===== src/rtl/rbd_pkg.sv =====
// Package for the ring buffer deque: constants, operation codes and item types.
package rbd_pkg;

    localparam int CAPACITY = 1024;
    localparam int PTR_W    = $clog2(CAPACITY);
    localparam int COUNT_W  = 11;
    localparam int DATA_W   = 32;
    localparam int OP_W     = 3;
    localparam int STATUS_W = 2;

    localparam logic [OP_W-1:0] OP_PUSH_FRONT = 3'd0;
    localparam logic [OP_W-1:0] OP_PUSH_BACK  = 3'd1;
    localparam logic [OP_W-1:0] OP_POP_FRONT  = 3'd2;
    localparam logic [OP_W-1:0] OP_POP_BACK   = 3'd3;

    localparam logic [STATUS_W-1:0] STATUS_OK    = 2'd0;
    localparam logic [STATUS_W-1:0] STATUS_EMPTY = 2'd1;
    localparam logic [STATUS_W-1:0] STATUS_FULL  = 2'd2;

    localparam logic signed [DATA_W-1:0] NEG_ONE = -32'sd1;

    typedef struct packed {
        logic [OP_W-1:0]          op;
        logic signed [DATA_W-1:0] push_value;
    } in_item_t;

    typedef struct packed {
        logic signed [DATA_W-1:0] popped_value;
        logic [STATUS_W-1:0]      status;
        logic [COUNT_W-1:0]       count;
        logic                     is_empty;
        logic signed [DATA_W-1:0] front_value;
        logic signed [DATA_W-1:0] back_value;
    } out_item_t;

    typedef enum logic {
        S_IDLE,
        S_POP_WAIT
    } ctrl_state_t;

    typedef struct packed {
        logic take;
        logic finish_pop;
        logic load_out;
    } ctrl_cmd_t;

    typedef struct packed {
        logic pop_hit;
    } dp_status_t;

endpackage


===== src/rtl/rbd_ctrl.sv =====
// Controller for the ring buffer deque: handshakes, pop read wait and output slot.
module rbd_ctrl
    import rbd_pkg::*;
(
    input  logic       aclk,
    input  logic       aresetn,
    input  logic       s_valid,
    output logic       s_ready,
    output logic       m_valid,
    input  logic       m_ready,
    input  dp_status_t dp_status,
    output ctrl_cmd_t  cmd
);

    ctrl_state_t state_reg, state_next;
    logic        out_valid_reg, out_valid_next;
    logic        slot_free;

    assign slot_free = !out_valid_reg || m_ready;

    always_comb begin
        state_next = state_reg;
        unique case (state_reg)
            S_IDLE: begin
                if (s_valid && slot_free && dp_status.pop_hit) begin
                    state_next = S_POP_WAIT;
                end
            end
            S_POP_WAIT: begin
                state_next = S_IDLE;
            end
            default: begin
                state_next = S_IDLE;
            end
        endcase
    end

    always_comb begin
        s_ready        = 1'b0;
        cmd.take       = 1'b0;
        cmd.finish_pop = 1'b0;
        cmd.load_out   = 1'b0;
        unique case (state_reg)
            S_IDLE: begin
                s_ready      = slot_free;
                cmd.take     = s_valid && slot_free;
                cmd.load_out = s_valid && slot_free && !dp_status.pop_hit;
            end
            S_POP_WAIT: begin
                cmd.finish_pop = 1'b1;
                cmd.load_out   = 1'b1;
            end
            default: begin
                s_ready = 1'b0;
            end
        endcase
    end

    always_comb begin
        out_valid_next = out_valid_reg;
        if (cmd.load_out) begin
            out_valid_next = 1'b1;
        end else if (m_ready) begin
            out_valid_next = 1'b0;
        end
    end

    always_ff @(posedge aclk) begin
        if (!aresetn) begin
            state_reg     <= S_IDLE;
            out_valid_reg <= 1'b0;
        end else begin
            state_reg     <= state_next;
            out_valid_reg <= out_valid_next;
        end
    end

    assign m_valid = out_valid_reg;

`ifndef SYNTHESIS
    a_pop_waits: assert property (@(posedge aclk) disable iff (!aresetn)
        (cmd.take && dp_status.pop_hit) |=> (state_reg == S_POP_WAIT))
        else $error("pop item did not enter the read wait");
    a_wait_one_cycle: assert property (@(posedge aclk) disable iff (!aresetn)
        (state_reg == S_POP_WAIT) |=> (state_reg == S_IDLE))
        else $error("read wait lasted more than one cycle");
    a_no_overwrite: assert property (@(posedge aclk) disable iff (!aresetn)
        cmd.load_out |-> (!out_valid_reg || m_ready))
        else $error("output item overwritten before it was taken");
`endif

endmodule


===== config.mk =====
export PLATFORM = sky130hd
export DESIGN_NAME = rbd_ctrl
export DESIGN_NICKNAME = d
export VERILOG_FILES = /design/src/rtl/rbd_pkg.sv /design/src/rtl/rbd_ctrl.sv
export SDC_FILE = /design/constraint.sdc
export NUM_CORES = 1
export LEC_CHECK = 0
export BUFFER_PORTS_ARGS = -buffer_cell sky130_fd_sc_hd__buf_2
export CAP_MARGIN = 20
export CORE_AREA = 3 3 40 42
export DETAILED_ROUTE_END_ITERATION = 6
export DIE_AREA = 0 0 43 45
export PLACE_DENSITY = 0.34
export SYNTH_ARGS = -nofsm -noshare
export SYNTH_HDL_FRONTEND = slang
export SYNTH_SLANG_ARGS = --single-unit

===== constraint.sdc =====
create_clock -name aclk -period 1.2 [get_ports aclk]
set_input_delay 0.18 -clock aclk [delete_from_list [all_inputs] [get_ports aclk]]
set_output_delay 0.18 -clock aclk [all_outputs]
set_load 0.005 [all_outputs]

==> impl_metrics.py, run 1 <==
metrics = {
    "grt": {
        "maximum_number_of_pins_on_one_net_before_global_route_repair": 7,
        "overflow_left_after_global_routing": 0,
        "initial_antenna_violation_count": 0,
        "global_route.usage.total": 0.0374,
        "grt_first_pass_wirelength_um": 462,
        "grt_pass1_vias": 132,
    },
    "worst_hold_path": {
        "whs_path_depth": 2,
        "worst_hold_path_type": "in2reg",
    },
    "power": {
        "power.density_mw_per_mm2": 1280,
        "clkPwrFrac": 0.557,
        "p_seq_frac": 0.287,
        "swShare": 0.211,
        "intPower_uw": 206,
        "total_power_uw": 261,
        "cellLeakagePower_uw": 0.0000979,
        "p_sw_uw": 55.1,
        "power_frac_comb": 0.156,
        "vdd.ir_drop.worst_mv": 0.261,
    },
    "timing": {
        "grt_setup_unrepaired": "no",
        "max-slew-margin-rel": 0.855,
        "number_of_endpoints_failing_setup_at_the_final_stage": 0,
        "worst-slew-pin-transition_ns": 0.218,
        "timing.final.hold_violations": 0,
        "max_clock_freq_mhz": 903,
        "min_period_ns": 1.11,
        "timing.final.crit_share": 0.923,
        "setup_total_negative_slack_ns": 0,
        "final_max_slew_viol_count": 0,
        "worst_clock_skew_ns": 0.00142,
    },
    "worst_setup_path": {
        "timing.critical_path.cells": "nor2b_4 -> nor3b_2 -> buf_2",
        "worstRegToRegCells": 2,
        "timing.critical_path.slowest_cell_delay_ns": 0.33,
        "worst_setup_path_end_kind": "output pin",
        "critPathRequiredTime_ns": 1.02,
        "path_buf_inv": 1,
        "worst-endpoint-arrival_ns": 0.93,
        "criticalPathCategory": "reg2out",
        "cp-start-kind": "register",
        "critPathMaxFanout": 4,
        "crit_family": "flip-flops",
        "worst-r2r-setup-slack_ns": 0.38,
        "cp.depth": 3,
        "crit_slowest_cell": "dfxtp_1",
    },
    "floorplanning": {
        "dieHeight_um": 45,
        "pin_count": 10,
        "fp.coreArea_mm2": 0.00128,
        "fp.dieW_um": 43,
        "placementRows": 13,
        "design.die.area_mm2": 0.00194,
        "floorplan.initialDensity": 0.0993,
    },
    "synth": {
        "synthDistinctLibCells": 11,
        "synth.ff_latch_count": 2,
        "net_count_after_synthesis": 18,
        "sequential_share_of_the_synthesized_area": 0.314,
        "syn_area_per_cell_um2": 9.82,
        "synth_cells": 13,
        "ys_warn_count": 0,
        "netlist_area_um2": 128,
    },
    "layout": {
        "leading_cell_types_in_the_layout_fill_and_taps_excluded": "buf_2 (9), clkbuf_4 (3), dfxtp_1 (2)",
        "number_of_diodes": 0,
        "final_common_cell": "buf_2",
        "postLayoutCoreUtil": 0.159,
        "syn2layout_area_growth_pct": 59.8,
        "layout-drive-gt1-share": 0.652,
        "layout.cell_area.non_filler_um2": 204,
        "layout.cells.non_filler": 38,
        "post_layout_net_count": 30,
    },
    "outcome": {
        "run_status": "finished, final reports clean",
    },
    "placed_design": {
        "post_dp_cell_area_um2": 176,
        "placement.io_buffers": 9,
        "place_inst": 35,
        "routabilityCongestion": 0.748,
    },
    "clock_tree": {
        "worst_skew_pair.late_latency_ns": 0.22,
        "number_of_clock_buffers_inserted_by_tritoncts": 3,
        "clock_sinks": 2,
        "clockRootBuffer": "clkbuf_4",
        "cts.htree.levels": 1,
        "cts_tree": "yes",
        "clockBufferDepth": 2,
        "cts_hold_repair.buffers": 0,
        "worst_setup_hold_path_clk_slew_ns": 0.03,
    },
    "job": {
        "maxCapViolCount": 0,
    },
    "drt": {
        "remaining_drc_errors": 0,
        "post_drt_wl_per_cell_um": 7.68,
        "route.antenna.remaining_nets": 0,
        "violation_count_after_the_first_detailed_route_iteration": 0,
        "avgViaCountPerCell": 3.24,
        "totalWireLength_um": 292,
        "drt-pass1-iter-count": 1,
        "via_count": 123,
    },
}
## cells by family after synthesis
group | share of synthesized area
AND/OR/NAND/NOR | 0.441
flip-flops | 0.314
AO/OA/AOI/OAI | 0.127
buffers and inverters | 0.118
## power groups by stage
stage	logic, uW	clock network (uW)	registers (uW)
floorplan	24.3	0	75.5
global placement	40.7	0	76.1
detailed placement	40.5	0	75.5
CTS	40.7	157	74.6
global route	45.8	161	75.3
finish	40.7	145	74.8
## area by class of cell
class / instances / area [um2]
fill: 147 / 1080
multi-input combinational: 9 / 77.6
tap: 15 / 18.8
timing repair buffer: 9 / 45.0
clock buffer: 3 / 22.5
sequential: 2 / 40.0
## cells in the mapped netlist (all sizes together)
| library cell | instances | area share |
|---|---|---|
| a21o | 1 | 0.059 |
| buf | 2 | 0.12 |
| dfxtp | 2 | 0.31 |
| nand2 | 1 | 0.029 |
| nand2b | 1 | 0.049 |
| nor2 | 1 | 0.029 |
| nor2b | 2 | 0.16 |
| nor3b | 1 | 0.059 |
| nor4b | 1 | 0.12 |
| o31a | 1 | 0.069 |
## metrics by stage
stage,worst slack (ns),hold WS (ns)
after global placement,0.246,0.433
after detailed placement,0.289,0.423
after global routing,0.0177,0.211
after CTS,0.0405,0.190
after floorplan,0.360,0.308
final,0.0928,0.194
## path summary, 6_finish.rpt
path,startpoint,end
min,aresetn,m_valid
min reg2reg,state_reg,state_reg
max,m_valid,cmd[2]
max reg2reg,m_valid,m_valid
## worst register-to-register path, stage by stage, from the launching register on
cell and delay [ns]:
dfxtp_1 0.30, nor2b_4 0.14, o31a_1 0.26
## metal layers
| layer | part of all wire | GRT usage |
|---|---|---|
| met1 | 0.38 | 0.0384 |
| met2 | 0.43 | 0.0419 |
| met3 | 0.18 | 0.0239 |
| met4 | 0 | 0.0542 |
| met5 | 0 | 0 |
## what timing repair did
action / 4_1_cts / 5_1_grt
endpoints found under the setup margin: 0 / 1
resized for setup: 0 / 1
setup buffers: 0 / 0
hold endpoints to repair: 0 / 0
(Power assumes the default switching activity.)
==> run 2, diff against run 1 <==
Settings changed: SKIP_CTS_REPAIR_TIMING set to 1.
Clock period 1.2 ns to 1.1 ns, I/O delays scaled along.
==> run 2 against run 1 <==
Clock skew unchanged. Power up 10%. Non-clock buffer count up 1. Final cell count grew 2.6%. Highest routed layer unchanged.
==> impl_metrics.py, run 2 (synthesized netlist as in run 1, its figures left out) <==
metrics = {
    "drt": {
        "avgViaCountPerCell": 3.26,
        "totalWireLength_um": 301,
        "drt-pass1-iter-count": 1,
        "route.antenna.remaining_nets": 0,
        "post_drt_wl_per_cell_um": 7.72,
        "via_count": 127,
        "remaining_drc_errors": 0,
        "violation_count_after_the_first_detailed_route_iteration": 0,
    },
    "worst_setup_path": {
        "regToRegEndpoint": "state_reg",
        "timing.critical_path.slowest_cell_delay_ns": 0.31,
        "worstReg2RegStart": "m_valid",
        "worstRegToRegCells": 3,
        "cp-start-kind": "register",
        "timing.critical_path.cells": "nor2b_4 -> nor3b_2 -> buf_2",
        "criticalPathCategory": "reg2out",
        "worst-r2r-setup-slack_ns": 0.21,
        "worst_setup_path_end_kind": "output pin",
        "worst-endpoint-arrival_ns": 0.92,
        "critPathMaxFanout": 4,
        "crit_slowest_cell": "dfxtp_2",
        "critPathRequiredTime_ns": 0.94,
    },
    "placed_design": {
        "post_dp_cell_area_um2": 176,
        "place_inst": 35,
        "placement.io_buffers": 9,
        "dpl_worst_slack_ns": 0.204,
        "routabilityCongestion": 0.748,
    },
    "job": {
        "maxCapViolCount": 0,
    },
    "grt": {
        "grt_pass1_vias": 132,
        "maximum_number_of_pins_on_one_net_before_global_route_repair": 7,
        "overflow_left_after_global_routing": 0,
        "global_route.usage.total": 0.0374,
        "grt_first_pass_wirelength_um": 462,
        "initial_antenna_violation_count": 0,
    },
    "power": {
        "vdd.ir_drop.worst_mv": 0.285,
        "power.density_mw_per_mm2": 1350,
        "cellLeakagePower_uw": 0.000104,
    },
    "clock_tree": {
        "cts_tree": "yes",
        "clock_sinks": 2,
        "number_of_clock_buffers_inserted_by_tritoncts": 3,
        "worst_setup_hold_path_clk_slew_ns": 0.03,
        "worst_skew_pair.late_latency_ns": 0.22,
        "clockBufferDepth": 2,
        "cts.htree.levels": 1,
        "clockRootBuffer": "clkbuf_4",
    },
    "layout": {
        "number_of_diodes": 0,
        "multi_input_area_um2": 77.6,
        "post_layout_net_count": 31,
        "layout.area.seq_um2": 41.3,
        "layout.cell_area.non_filler_um2": 213,
        "final_common_cell": "buf_2",
        "final.fill_count": 146,
        "syn2layout_area_growth_pct": 66.7,
        "layout.cells.non_filler": 39,
        "leading_cell_types_in_the_layout_fill_and_taps_excluded": "buf_2 (9), clkbuf_4 (3)",
        "layout-drive-gt1-share": 0.708,
    },
    "timing": {
        "worst_clock_skew_ns": 0.00142,
        "number_of_endpoints_failing_setup_at_the_final_stage": 0,
        "hold_slack_ns": 0.180,
        "final_max_slew_viol_count": 0,
        "max-slew-margin-rel": 0.857,
        "grt_setup_unrepaired": "yes",
        "setup_total_negative_slack_ns": 0,
        "worst-slew-pin-transition_ns": 0.214,
        "timing.final.crit_share": 0.985,
        "timing.final.ws_setup_ns": 0.0170,
        "timing.final.hold_violations": 0,
        "min_period_ns": 1.08,
        "max_clock_freq_mhz": 923,
    },
    "worst_hold_path": {
        "sink_of_the_worst_hold_path": "m_valid",
        "whs_path_depth": 2,
        "worst_hold_path_type": "in2reg",
        "min-delay-start": "aresetn",
    },
    "floorplanning": {
        "placementRows": 13,
        "dieHeight_um": 45,
        "pin_count": 10,
        "fp.coreArea_mm2": 0.00128,
        "floorplan.initialDensity": 0.0993,
        "design.die.area_mm2": 0.00194,
        "fp.dieW_um": 43,
    },
    "outcome": {
        "run_status": "finished, final reports clean",
    },
}
run 2: where the power goes:
part | switching (uW) | internal, uW | total, uW
combinational | 18.2 | 28.7 | 46.9
sequential | 4.16 | 78.0 | 82.1
clock | 38.3 | 120 | 158
total | 60.6 | 227 | 287
run 2: area by class of cell:
cell class / instances / share of cell area
repair buffers: 10 / 0.247
flip-flops and latches: 2 / 0.194
multi-input cells: 9 / 0.365
clock buffers: 3 / 0.106
well taps: 15 / 0.0882
run 2: stage by stage:
stage                util  power [uW]
floorplan               -         109
global placement    0.137         127
detailed placement  0.137         127
CTS                 0.155         297
global route        0.166         311
finish              0.166         287
run 2: layer usage:
metal	wire length (um)	track usage
met4	0	0.0542
met5	0	0
met1	111	0.0384
met3	53	0.0239
met2	136	0.0419
run 2: worst max-delay path, delay by kind of cell, from the launching register on:
family,cells,cell delay [ns]
buffers and inverters,1,0.12
and+or+nand+nor,2,0.26
DFF,1,0.31
run 2: worst max path at each step:
stage | start | to | slack [ns] | cells after the start
floorplan | m_valid | cmd[0] | 0.28 | 3
global placement | m_valid | cmd[2] | 0.16 | 3
detailed placement | m_valid | cmd[2] | 0.20 | 3
CTS | m_valid | cmd[2] | -0.04 | 3
global route | m_valid | cmd[2] | -0.06 | 3
finish | m_valid | cmd[2] | 0.02 | 3
==> run 3, diff against run 2 <==
==> constraint.sdc (replaced) <==
create_clock -name aclk -period 1.1 [get_ports aclk]
set_input_delay 0.11 -clock aclk [delete_from_list [all_inputs] [get_ports aclk]]
set_output_delay 0.11 -clock aclk [all_outputs]
set_load 0.005 [all_outputs]
==> run 3 against run 2 <==
Register-to-register slack better by 0.07 ns. Via count is 3.1% lower. Clock power hardly changed. Hold slack worse by 0.055 ns. Utilization is 0.58 points lower. Flip-flop and latch count stayed put. First-iteration DRC count stayed put. Cell area is 3.5% lower. Clock skew stayed put. Combinational power is 5.3% lower.
==> impl_metrics.py, run 3 (synthesized netlist as in run 1, its figures left out) <==
metrics = {
    "worst_hold_path": {
        "whs_path_depth": 2,
        "min-delay-start": "aresetn",
        "sink_of_the_worst_hold_path": "m_valid",
        "worst_hold_path_type": "in2reg",
    },
    "timing": {
        "worst_clock_skew_ns": 0.00142,
        "timing.final.ws_setup_ns": 0.0706,
        "min_period_ns": 1.03,
        "final_max_slew_viol_count": 0,
        "hold_slack_ns": 0.124,
        "timing.final.crit_share": 0.936,
        "number_of_endpoints_failing_setup_at_the_final_stage": 0,
        "grt_setup_unrepaired": "yes",
        "max_clock_freq_mhz": 971,
        "timing.final.hold_violations": 0,
        "max-slew-margin-rel": 0.855,
        "worst-slew-pin-transition_ns": 0.218,
    },
    "drt": {
        "totalWireLength_um": 292,
        "post_drt_wl_per_cell_um": 7.68,
        "remaining_drc_errors": 0,
        "avgViaCountPerCell": 3.24,
        "via_count": 123,
        "drt-pass1-iter-count": 1,
        "violation_count_after_the_first_detailed_route_iteration": 0,
        "route.antenna.remaining_nets": 0,
    },
    "clock_tree": {
        "cts.htree.levels": 1,
        "cts_tree": "yes",
        "clockBufferDepth": 2,
        "number_of_clock_buffers_inserted_by_tritoncts": 3,
        "worst_skew_pair.late_latency_ns": 0.22,
        "worst_setup_hold_path_clk_slew_ns": 0.03,
        "clock_sinks": 2,
        "clockRootBuffer": "clkbuf_4",
    },
    "worst_setup_path": {
        "critPathMaxFanout": 4,
        "critPathRequiredTime_ns": 0.99,
        "worstRegToRegCells": 2,
        "worst-endpoint-arrival_ns": 0.92,
        "cp-start-kind": "register",
        "criticalPathCategory": "reg2out",
        "worst_setup_path_end_kind": "output pin",
        "regToRegEndpoint": "m_valid",
        "worst-r2r-setup-slack_ns": 0.28,
        "worstReg2RegStart": "m_valid",
    },
    "grt": {
        "maximum_number_of_pins_on_one_net_before_global_route_repair": 7,
        "initial_antenna_violation_count": 0,
        "overflow_left_after_global_routing": 0,
        "grt_pass1_vias": 132,
        "grt_first_pass_wirelength_um": 462,
        "global_route.usage.total": 0.0374,
    },
    "layout": {
        "layout-drive-gt1-share": 0.696,
        "syn2layout_area_growth_pct": 60.8,
        "leading_cell_types_in_the_layout_fill_and_taps_excluded": "buf_2 (9), clkbuf_4 (3)",
        "number_of_diodes": 0,
        "postLayoutCoreUtil": 0.160,
        "final_common_cell": "buf_2",
        "post_layout_net_count": 30,
        "layout.cells.non_filler": 38,
    },
    "floorplanning": {
        "placementRows": 13,
        "design.die.area_mm2": 0.00194,
        "fp.dieW_um": 43,
        "pin_count": 10,
        "fp.coreArea_mm2": 0.00128,
        "dieHeight_um": 45,
        "floorplan.initialDensity": 0.0993,
    },
    "power": {
        "power.density_mw_per_mm2": 1390,
        "total_power_uw": 285,
        "cellLeakagePower_uw": 0.0000982,
        "vdd.ir_drop.worst_mv": 0.285,
    },
    "placed_design": {
        "place_inst": 35,
        "placement.io_buffers": 9,
        "dpl_worst_slack_ns": 0.259,
        "routabilityCongestion": 0.748,
    },
    "job": {
        "maxCapViolCount": 0,
    },
    "outcome": {
        "run_status": "finished, final reports clean",
    },
}
==> run 3: cell types whose count changed in the layout (fill, tap and decap cells not counted) <==
cell / change
buf_4: -1
==> run 3: worst max path at each step <==
stage          startpoint  endpoint  slack, ns
2_1_floorplan     m_valid   m_valid       0.29
3_3_place_gp      m_valid    cmd[2]       0.22
3_5_place_dp      m_valid    cmd[2]       0.26
4_1_cts           m_valid    cmd[2]       0.01
5_1_grt           m_valid    cmd[2]      -0.01
6_report          m_valid    cmd[2]       0.07
==> run 3: where the power goes <==
part           switching, uW  leakage, uW  internal (uW)  total (uW)
Combinational           17.6    0.0000676           26.8        44.4
Clock                   38.3    0.0000138            120         158
Sequential              4.21    0.0000168           78.0        82.2
==> run 3: worst max-delay path: stages (launching register included) <==
cell and delay [ns]:
dfxtp_2 0.31, nor2b_4 0.13, nor3b_2 0.13, buf_2 0.12
==> run 3: final cells by class <==
| type | instances | area, um2 |
|---|---|---|
| Fill cell | 146 | 1080 |
| Multi-Input combinational cell | 9 | 77.6 |
| Timing Repair Buffer | 9 | 45.0 |
| Sequential cell | 2 | 41.3 |
| Clock buffer | 3 | 22.5 |
| Tap cell | 15 | 18.8 |
==> run 3: metal layers <==
layer,up-vias,GRT usage,part of all wire
li1,63,-,-
met1,53,0.0384,0.38
met2,7,0.0419,0.43
met3,0,0.0239,0.18
met4,0,0.0542,0
met5,-,0,0
==> run 3: through the flow <==
stage | area (um2) | TNS, ns
after floorplan | 128 | 0
after global routing | 205 | -0.00956
after detailed placement | 176 | 0
after CTS | 199 | 0
final | 205 | 0
after global placement | 176 | 0
